`src/hdl/mbf_pkg.sv`:
```
`default_nettype none
package mbf_pkg;
	localparam int MAX_BALLS = 64;
	localparam int IDX_W = 6;
	localparam int CNT_W = 7;
	localparam int DEN_W = 35;
	localparam int NUM_W = 47;
	localparam int ACC_W = 40;
	localparam logic [0:0] OP_LOAD = 1'b0;
	localparam logic [0:0] OP_EVAL = 1'b1;
	localparam logic [0:0] REG_BALL_COUNT = 1'b0;
	localparam logic [0:0] REG_ISO_LEVEL = 1'b1;

	typedef struct packed {
		logic start;
		logic [NUM_W-1:0] num;
		logic [DEN_W-1:0] den;
	} div_req_t;
endpackage
`default_nettype wire

```
`src/hdl/mbf_divider.sv`:
```
`default_nettype none
// Restoring divider, one quotient bit per cycle.
module mbf_divider (
	input  wire logic clk,
	input  wire logic arst_n,
	input  wire mbf_pkg::div_req_t req,
	output logic busy,
	output logic done,
	output logic [mbf_pkg::NUM_W-1:0] quot
);
	logic [mbf_pkg::NUM_W-1:0] q_q;
	logic [mbf_pkg::DEN_W:0] rem_q;
	logic [mbf_pkg::DEN_W-1:0] den_q;
	logic [5:0] cnt_q;
	logic busy_q, done_q;
	logic [mbf_pkg::DEN_W+1:0] trial;

	assign trial = {rem_q, q_q[mbf_pkg::NUM_W-1]} - {2'b00, den_q};

	// Shift in one numerator bit and subtract when it fits.
	always_ff @(posedge clk or negedge arst_n) begin
		if (!arst_n) begin
			busy_q <= 1'b0;
			done_q <= 1'b0;
			cnt_q <= '0;
		end else begin
			done_q <= 1'b0;
			if (req.start) begin
				busy_q <= 1'b1;
				cnt_q <= 6'(mbf_pkg::NUM_W);
			end else if (busy_q) begin
				cnt_q <= cnt_q - 6'd1;
				if (cnt_q == 6'd1) begin
					busy_q <= 1'b0;
					done_q <= 1'b1;
				end
			end
		end
	end

	always_ff @(posedge clk) begin
		if (req.start) begin
			q_q <= req.num;
			den_q <= req.den;
			rem_q <= '0;
		end else if (busy_q) begin
			if (!trial[mbf_pkg::DEN_W+1]) begin
				rem_q <= trial[mbf_pkg::DEN_W:0];
				q_q <= {q_q[mbf_pkg::NUM_W-2:0], 1'b1};
			end else begin
				rem_q <= {rem_q[mbf_pkg::DEN_W-1:0], q_q[mbf_pkg::NUM_W-1]};
				q_q <= {q_q[mbf_pkg::NUM_W-2:0], 1'b0};
			end
		end
	end

	assign busy = busy_q;
	assign done = done_q;
	assign quot = q_q;

`ifndef SYNTHESIS
	a_done_after_busy: assert property (@(posedge clk) disable iff (!arst_n)
		done |-> $past(busy)) else $error("done without busy");
	a_no_start_busy: assert property (@(posedge clk) disable iff (!arst_n)
		req.start |-> !busy) else $error("start while busy");
	a_count_ok: assert property (@(posedge clk) disable iff (!arst_n)
		busy |-> cnt_q != 6'd0) else $error("busy with zero count");
`endif
endmodule
`default_nettype wire

```
`config.mk`:
```
export PLATFORM = sky130hd
export DESIGN_NAME = mbf_divider
export DESIGN_NICKNAME = d
export VERILOG_FILES = /design/src/hdl/mbf_pkg.sv /design/src/hdl/mbf_divider.sv
export SDC_FILE = /design/constraint.sdc
export NUM_CORES = 1
export LEC_CHECK = 0
export ABC_AREA = 1
export BUFFER_PORTS_ARGS = -buffer_cell sky130_fd_sc_hd__buf_4
export CORE_MARGIN = 8
export CORE_UTILIZATION = 33
export CTS_CLUSTER_SIZE = 8
export DETAILED_ROUTE_END_ITERATION = 8
export HOLD_SLACK_MARGIN = 0.12
export PLACE_DENSITY_LB_ADDON = 0.12
export SETUP_SLACK_MARGIN = 0.2
export SYNTH_ARGS = -nofsm -noshare
export SYNTH_HDL_FRONTEND = slang
export SYNTH_SLANG_ARGS = --single-unit
```
`constraint.sdc`:
```
create_clock -name clk -period 2.7 [get_ports clk]
set_clock_uncertainty 0.2 [all_clocks]
set_input_delay 0.405 -clock clk [delete_from_list [all_inputs] [get_ports clk]]
set_output_delay 0.405 -clock clk [all_outputs]
set_load 0.02 [all_outputs]
```
; Word-level counts from Yosys, hierarchy flattened
; Cells that the tools add are included.
[totals]
reg_bits = 126
latchBits = 0
ram_bits = 0
mem_bits_ro = 0
in_bits = 85
output_inout_bits = 49
wordCells = 22
n_memories = 0
[classes]
addsub = 2
n_mul = 0
div = 0
order_cmp = 0
n_eq_ne = 1
n_shift = 0
n_mux = 12
bitwise_logic = 0
reduce_logical = 1
[ops]
columns = cell, n
row1 = $mux W47, 2
row2 = $sub A37 B35 Y37, 1
row3 = $mux W36, 1
row4 = $mux W6, 2
row5 = $mux W1, 7
row6 = $eq A6 B1 Y1 const B, 1
row7 = $sub A6 B1 Y6 const B, 1
row8 = $reduce_bool A2 Y1, 1

; Longest topological paths before layout
; Gate-level depths: netlist (run 1).
[logic_depth]
ltp_word = 4
depth_mapped = 18
depth_no_buf = 18

; Least setup slack after synthesis (run 1)
; OpenSTA, ideal clock, no wires.
[synth_path]
kind = input port to flip-flop
from = in req[82] (netlist bit)
to = reg q_q, in the netlist quot[0] (enable)
setup_time_ns = 0.401
arrival_time_ns = 2.078
t_required_ns = 2.099
slack_ns = 0.021
cell_stages = 5
path_buffers = 3
cell_sequence = clkbuf_1 > nor2_1 > clkbuf_1 > clkbuf_1 > inv_1
[synth_via]
elab_chain_cells = 1
[synth_lines]
columns = item, line_no
row1 = "start, declared", mbf_divider.sv:6  ; input wire mbf_pkg::div_req_t req,
row2 = $reduce_bool A2 Y1 (no line), n/a
row3 = "end signal, assigned", mbf_divider.sv:43  ; q_q <= req.num;
row4 = "end signal, assigned", mbf_divider.sv:49  ; q_q <= {q_q[mbf_pkg::NUM_W-2:0], 1'b1};
row5 = "end signal, assigned", mbf_divider.sv:52  ; q_q <= {q_q[mbf_pkg::NUM_W-2:0], 1'b0};
row6 = "end, declared", mbf_divider.sv:11  ; logic [mbf_pkg::NUM_W-1:0] q_q;
; No other way between the ends.
; A chain may end at the register's enable or synchronous reset.

; Final worst setup path (run 1)
[layout_path]
from = reg den_q[10] (netlist bit)
to = reg rem_q[7] (netlist bit)
[layout_via]
elab_chain_cells = 2
[layout_lines]
columns = item, line_no
row1 = "start, declared", mbf_divider.sv:13  ; logic [mbf_pkg::DEN_W-1:0] den_q;
row2 = "start signal, assigned", mbf_divider.sv:44  ; den_q <= req.den;
row3 = $sub A37 B35 Y37, mbf_divider.sv:18  ; assign trial = {rem_q, q_q[mbf_pkg::NUM_W-1]} - {2'b00, den_q};
row4 = $mux W36, mbf_divider.sv:47  ; if (!trial[mbf_pkg::DEN_W+1]) begin
row5 = "end signal, assigned", mbf_divider.sv:48  ; rem_q <= trial[mbf_pkg::DEN_W:0];
row6 = "end signal, assigned", mbf_divider.sv:51  ; rem_q <= {rem_q[mbf_pkg::DEN_W-1:0], q_q[mbf_pkg::NUM_W-1]};
row7 = "end, declared", mbf_divider.sv:12  ; logic [mbf_pkg::DEN_W:0] rem_q;
; No other way between the ends.

==> flow_metrics.tcl, run 1 <==
set metrics [dict create \
    run_status "finished clean" \
    fp-row-count 57 \
    layout-drive-gt1-share 0.255 \
    critPathMostFrequentCell "sky130_fd_sc_hd__nand2_1" \
    route.antenna.remaining_nets 0 \
    setup.worst_path.class "flip-flop to flip-flop" \
    syn-instance-count 1141 \
    critical_path_buf_inv_count 4 \
    clkTransAtPathRegs_ns 0.07 \
    route.detailed.vias_per_inst 4.53 \
    top_level_ports 134 \
    grt_first_pass_wirelength_mm 39.8 \
    clkLatencyLatePin_ns 0.44 \
    class_of_the_tightest_hold_or_removal_check "input port to asynchronous set/reset pin" \
    most-common-layout-cells "sky130_fd_sc_hd__nand2_1 (439), sky130_fd_sc_hd__inv_1 (188), sky130_fd_sc_hd__buf_4 (166)" \
    critPathRequiredTime_ns 2.82 \
    cp_cell_sequence "inv_2 -> ha_4 -> nand2_2 -> inv_1 -> a21oi_2 -> nand2_1 -> nand2_2 -> nand3_4 -> nand2_4 -> buf_4 -> nand3_4 -> nand2_8 -> clkbuf_16 -> nand2_1 -> nand3_1 -> nand2_1" \
    layout_worst_path_cycle_share 0.912 \
    antenna_found_initial 2 \
    timing_hold_violations_final 0 \
    max_cap_violations 0 \
    area.growth.synth_to_final_pct 47.7 \
    drt_first_pass_iters 5 \
    utilization 0.493 \
    clockBufferDepth 2 \
    hold_ws_ns 0.135 \
    tritoncts.num_buffers 17 \
    vias 7883 \
    gr-total-overflow 0 \
    p_sw_frac 0.293 \
    tritoncts_num_sinks 126 \
    power_frac_clock 0.422 \
    synth_warnings 0 \
    netlist-cell-type-count 31 \
    grt_max_degree 58 \
    leakage_power_nw 6.07 \
    transition_time_of_the_tightest_slew_check_pin_ns 0.709 \
    worst_ir_drop_vdd_mv 0.280 \
    finalSetupViolCount 0 \
    port_buffers 133 \
    p_switching_mw 1.59 \
    timing_max_transition_violations_final 0 \
    cts.root.buffer_cell "sky130_fd_sc_hd__clkbuf_16" \
    design.die.area_um2 29700 \
    post_synth.cell_area_avg_um2 7.07 \
    grt_pass1_vias 8025 \
    finalSetupTns_ns 0 \
    gp_congestion 0.922 \
    floorplan.initialDensity 0.334 \
    htreeDepth 4 \
    fin_crit_ns 2.46 \
    syn-cell-area_um2 8070 \
    unrepaired_setup_endpoints_after_global_routing "yes" \
    p_seq_frac 0.413 \
    critical-path-max-stage-delay_ns 0.38 \
    max_clock_freq_mhz 406 \
    cts_tree "yes" \
    die-width_um 172 \
    mostFrequentLayoutCell "sky130_fd_sc_hd__nand2_1" \
    critical_path.top_delay_family "simple AND/OR/NAND/NOR gates" \
    drc 0 \
    worst_ep_arrival_time_ns 2.58 \
    normalized_max_slew_margin 0.527 \
    critPathCaptureType "flip-flop" \
    core-area_um2 24200 \
    initial_drt_markers 446 \
    pwr-share-comb 0.165 \
    routed_wire_length_per_instance_um 14.6 \
    worst_path_max_delay_cell "sky130_fd_sc_hd__edfxtp_1" \
    dpl.hpwl_mm 17.6 \
    syn_nets 1264 \
    timing.critical_path.from_type "flip-flop" \
    yosys_register_bits 126 \
    die_y_um 172 \
    path_max_fanout 7 \
    wirelength_mm 25.4 \
    nNetsFinal 1523 \
    power_density_nw_per_um2 455 \
    synth-seq-area-share 0.419 \
    design_internal_power_mw 3.84 \
    grt_overall_usage 0.170 \
]
==> flip-flops by register name (all words and copies together), names as in the netlist <==
name   flops
den_q     35
rem_q     36
quot      47
cnt_q      6
done       1
busy       1
==> cell families (layout without fill, tap and decap cells) <==
group / after synthesis / in the layout / synth area share
and+or+nand+nor: 669 / 669 / 0.343
buffers and inverters: 222 / 494 / 0.111
DFF: 126 / 126 / 0.419
AOI/OAI and AO/OA: 67 / 67 / 0.0457
adders and majority gates: 38 / 38 / 0.0599
xor gates and xnor gates: 19 / 19 / 0.0206
other: 0 / 2 / 0
==> metrics by stage <==
step | instances | total power, mW | setup WS (ns) | cell area [um^2]
finish | 1739 | 5.43 | 0.238 | 11900
global route | 1739 | 5.67 | 0.107 | 11900
CTS | 1726 | 5.43 | 0.195 | 11300
detailed placement | 1592 | 2.97 | 0.0879 | 9520
global placement | 1592 | 2.97 | 0.103 | 9520
floorplan | 1141 | 2.65 | 0.229 | 8080
==> path summary, 6_finish.rpt <==
| check | slack (ns) | startpoint | to | cells after the start |
|---|---|---|---|---|
| max in group asynchronous | 2.01 | arst_n | cnt_q[1] | 2 |
| hold reg to reg | 0.28 | rem_q[1] | rem_q[1] | 2 |
| min in group clk | 0.28 | rem_q[1] | rem_q[1] | 2 |
| setup reg to reg | 0.24 | den_q[10] | rem_q[7] | 16 |
| hold / removal | 0.13 | arst_n | cnt_q[3] | 2 |
| setup / recovery | 0.24 | den_q[10] | rem_q[7] | 16 |
==> cell usage after synthesis <==
library cell	number	area share
sky130_fd_sc_hd__nand2_1	480	0.22
sky130_fd_sc_hd__inv_1	198	0.092
sky130_fd_sc_hd__edfxtp_1	82	0.31
sky130_fd_sc_hd__nor2_1	70	0.033
sky130_fd_sc_hd__nand3_1	67	0.042
sky130_fd_sc_hd__ha_1	37	0.057
sky130_fd_sc_hd__a21oi_1	36	0.022
sky130_fd_sc_hd__dfxtp_1	36	0.089
sky130_fd_sc_hd__nand2_2	24	0.019
sky130_fd_sc_hd__o21ai_0	21	0.013
sky130_fd_sc_hd__clkbuf_1	15	0.0070
sky130_fd_sc_hd__xnor2_1	15	0.016
sky130_fd_sc_hd__dfrtp_1	8	0.025
sky130_fd_sc_hd__nand4_1	8	0.0062
sky130_fd_sc_hd__nand3_2	6	0.0074
sky130_fd_sc_hd__nor3_1	5	0.0031
sky130_fd_sc_hd__o21bai_1	5	0.0047
sky130_fd_sc_hd__buf_6	4	0.0056
sky130_fd_sc_hd__nor2_2	4	0.0031
sky130_fd_sc_hd__xor2_1	4	0.0043
sky130_fd_sc_hd__nand2_4	3	0.0042
sky130_fd_sc_hd__buf_1	2	0.00093
sky130_fd_sc_hd__buf_12	2	0.0050
sky130_fd_sc_hd__o21a_1	2	0.0019
sky130_fd_sc_hd__a21o_1	1	0.00093
sky130_fd_sc_hd__a21oi_4	1	0.0020
sky130_fd_sc_hd__a22oi_1	1	0.00093
sky130_fd_sc_hd__buf_2	1	0.00062
sky130_fd_sc_hd__fa_1	1	0.0025
sky130_fd_sc_hd__nand2_8	1	0.0025
sky130_fd_sc_hd__or2_1	1	0.00078
==> routing by layer <==
layer / up-vias / GRT usage / part of all wire
li1: 4047 / - / -
met1: 3598 / 0.212 / 0.45
met2: 206 / 0.273 / 0.45
met3: 32 / 0.0575 / 0.073
met4: 0 / 0.0536 / 0.021
met5: - / 0 / 0
==> area by class of cell <==
class / instances / area [um^2]
multi-input cells: 793 / 4440
well taps: 324 / 405
fillers: 2343 / 12300
repair buffers: 264 / 2370
clock inverters: 15 / 146
clock buffers: 17 / 425
flip-flops and latches: 126 / 3380
inverters: 198 / 747
diodes: 2 / 5.00
==> worst register-to-register path, stage by stage, from the launching register on <==
cell,delay [ns]
sky130_fd_sc_hd__edfxtp_1,0.38
sky130_fd_sc_hd__inv_2,0.08
sky130_fd_sc_hd__ha_4,0.21
sky130_fd_sc_hd__nand2_2,0.13
sky130_fd_sc_hd__inv_1,0.07
sky130_fd_sc_hd__a21oi_2,0.17
sky130_fd_sc_hd__nand2_1,0.10
sky130_fd_sc_hd__nand2_2,0.10
sky130_fd_sc_hd__nand3_4,0.09
sky130_fd_sc_hd__nand2_4,0.10
sky130_fd_sc_hd__buf_4,0.13
sky130_fd_sc_hd__nand3_4,0.10
sky130_fd_sc_hd__nand2_8,0.17
sky130_fd_sc_hd__clkbuf_16,0.18
sky130_fd_sc_hd__nand2_1,0.05
sky130_fd_sc_hd__nand3_1,0.07
sky130_fd_sc_hd__nand2_1,0.05
==> power by group through the flow <==
stage	registers, mW	clock network [mW]	logic [mW]
after floorplan	2.35	0	0.302
after global placement	2.27	0	0.699
after detailed placement	2.27	0	0.699
after CTS	2.24	2.36	0.840
after global routing	2.25	2.43	0.984
final	2.24	2.29	0.896
==> timing repair <==
action / in CTS / in global routing
hold endpoints to repair: 92 / 0
endpoints found under the setup margin: 33 / 37
resized for setup: 40 / 100
pin swaps: 13 / 38
gates cloned: 2 / 4
hold buffers: 84 / 0
setup buffers: 16 / 7
Note: power is estimated with default switching activity, not from simulation.
==> run 2: changes to the inputs <==
- REMOVE_ABC_BUFFERS: unset -> 1
==> run 2 against run 1 <==
- sequential power is essentially flat
- clock power grew 5%
- worst hold slack gained 0.10 ns
- highest routed layer unchanged
==> flow_metrics.tcl, run 2 (synthesized netlist as in run 1, its figures left out) <==
set metrics [dict create \
    hold_ws_ns 0.236 \
    finalSetupTns_ns 0 \
    worst_setup_path_startpoint "den_q[0]" \
    max_clock_freq_mhz 410 \
    antenna_cells_inserted 0 \
    wirelength_mm 25.1 \
    pwr-share-comb 0.161 \
    register_area_um2 3380 \
    die-width_um 172 \
    top_level_ports 134 \
    cp_cell_sequence "ha_4 -> fa_2 -> inv_2 -> nand3_4 -> nand3_4 -> nand2_4 -> nand3_4 -> nand2_4 -> nand2_4 -> nand2_4 -> nand2_8 -> clkbuf_16 -> nand2_1 -> nand3_1 -> nand2_1" \
    timing_max_transition_violations_final 0 \
    floorplan.initialDensity 0.334 \
    finalSetupViolCount 0 \
    clkLatencyLatePin_ns 0.43 \
    endpoint_of_the_worst_register_to_register_path "rem_q[19]" \
    htreeDepth 4 \
    grt_max_degree 50 \
    area.growth.synth_to_final_pct 47.1 \
    most-common-layout-cells "sky130_fd_sc_hd__nand2_1 (445), sky130_fd_sc_hd__inv_1 (193), sky130_fd_sc_hd__buf_4 (167)" \
    design.die.area_um2 29700 \
    path_depth 15 \
    regToRegStartpoint "den_q[0]" \
    grt_first_pass_wirelength_mm 39.5 \
    gp_congestion 0.900 \
    drt_first_pass_iters 5 \
    cts_tree "yes" \
    worst_path_max_delay_cell "sky130_fd_sc_hd__edfxtp_1" \
    mostFrequentLayoutCell "sky130_fd_sc_hd__nand2_1" \
    grt_pass1_vias 7914 \
    critical-path-max-stage-delay_ns 0.42 \
    antenna_found_initial 0 \
    timing.critical_path.to "rem_q[19]" \
    initial_drt_markers 308 \
    layout_worst_path_cycle_share 0.903 \
    class_of_the_tightest_hold_or_removal_check "input port to flip-flop" \
    worst_ir_drop_vdd_mv 0.358 \
    tritoncts.num_buffers 17 \
    fp-row-count 57 \
    timing.critical_path.from_type "flip-flop" \
    dpl.hpwl_mm 17.7 \
    worst_ep_arrival_time_ns 2.56 \
    transition_time_of_the_tightest_slew_check_pin_ns 0.512 \
    place.detailed.instances 1602 \
    p_sw_frac 0.277 \
    final_cell_count_no_fill 1737 \
    design_internal_power_mw 4.00 \
    routed_wire_length_per_instance_um 14.4 \
    r2r_cells 15 \
    critPathMostFrequentCell "sky130_fd_sc_hd__nand2_4" \
    p_seq_frac 0.405 \
    max_cap_violations 0 \
    nNetsFinal 1523 \
    fin_crit_ns 2.44 \
    power_frac_clock 0.434 \
    num-fill-cells 2391 \
    dpl_cell_area_um2 9600 \
    path_max_fanout 8 \
    finalWorstSetupSlack_ns 0.262 \
    normalized_max_slew_margin 0.658 \
    critical_path.top_delay_family "simple AND/OR/NAND/NOR gates" \
    die_y_um 172 \
    post-route-cell-area_um2 11900 \
    cts.root.buffer_cell "sky130_fd_sc_hd__clkbuf_16" \
    port_buffers 133 \
    clkTransAtPathRegs_ns 0.06 \
    run_status "finished clean" \
    clockBufferDepth 2 \
    worstHoldPathCells 1 \
    p_switching_mw 1.53 \
    multi_input_comb_area_um2 4420 \
    route.detailed.vias_per_inst 4.50 \
    largest_reg_flops 47 \
    layout-drive-gt1-share 0.248 \
    core-area_um2 24200 \
    grt_overall_usage 0.169 \
    drc 0 \
    tritoncts_num_sinks 126 \
    critPathCaptureType "flip-flop" \
    setup.worst_path.class "flip-flop to flip-flop" \
    power_density_nw_per_um2 466 \
    gr-total-overflow 0 \
    timing_hold_violations_final 0 \
    leakage_power_nw 6.02 \
    timing.reg2reg.setup_slack_ns 0.26 \
    critPathRequiredTime_ns 2.82 \
    vias 7812 \
    critical_path_buf_inv_count 2 \
    unrepaired_setup_endpoints_after_global_routing "yes" \
    detailedPlace.worstSlack_ns -0.0312 \
    route.antenna.remaining_nets 0 \
]
run 2: cell count changes in the layout (fill, tap and decap cells not counted), sizes merged:
cell,before,now
buf,176,174
bufinv,0,2
clkbuf,20,22
diode,2,0
nand2,508,510
bufbuf,1,0
clkinv,3,2
clkinvlp,2,1
inv,208,207
run 2: final cells by class:
| type | count | share of cell area |
|---|---|---|
| sequential | 126 | 0.285 |
| clock inverter | 14 | 0.0142 |
| clock buffer | 18 | 0.0362 |
| inverter | 198 | 0.0626 |
| multi-input combinational | 795 | 0.373 |
| timing repair buffer | 262 | 0.195 |
| tap | 324 | 0.0342 |
run 2: layer usage:
| layer | vias up | track usage | routed length, um |
|---|---|---|---|
| li1 | 4041 | - | - |
| met1 | 3573 | 0.205 | 11400 |
| met2 | 177 | 0.279 | 11600 |
| met3 | 21 | 0.0610 | 1670 |
| met4 | 0 | 0.0431 | 351 |
| met5 | - | 0 | 0 |
run 2: worst min path at each step:
stage                end     from  slack [ns]
6_report        den_q[1]  req[82]        0.24
5_1_grt        den_q[15]  req[82]        0.25
4_1_cts         den_q[1]  req[82]        0.24
3_5_place_dp        busy   arst_n        0.03
3_3_place_gp        busy   arst_n        0.03
2_1_floorplan       busy   arst_n       -0.09
run 2: repair_timing:
| item | CTS | global route |
|---|---|---|
| hold buffers | 84 | 0 |
| hold endpoints to repair | 90 | 0 |
| cloned | 2 | 4 |
| setup buffers | 3 | 10 |
| endpoints found under the setup margin | 36 | 37 |
| resized for setup | 12 | 121 |
| pin swaps | 6 | 38 |
run 2: worst reg2reg max path, delay by kind of cell, from the launching register on:
kind	cells	cell delay [ns]
adders and majority gates	2	0.55
buffers and inverters	2	0.27
and+or+nand+nor	11	0.91
DFF	1	0.42
run 2: stage by stage:
| stage | util | total power, mW |
|---|---|---|
| after floorplan | - | 2.64 |
| after global placement | 0.397 | 2.98 |
| after detailed placement | 0.397 | 2.98 |
| after CTS | 0.460 | 5.52 |
| after global routing | 0.491 | 5.78 |
| final | 0.491 | 5.54 |
run 2: power groups by stage:
| stage | Clock [mW] | Sequential, mW | Combinational [mW] |
|---|---|---|---|
| floorplan | 0 | 2.35 | 0.288 |
| global placement | 0 | 2.28 | 0.708 |
| detailed placement | 0 | 2.28 | 0.707 |
| CTS | 2.47 | 2.24 | 0.810 |
| global route | 2.55 | 2.25 | 0.982 |
| finish | 2.40 | 2.24 | 0.891 |
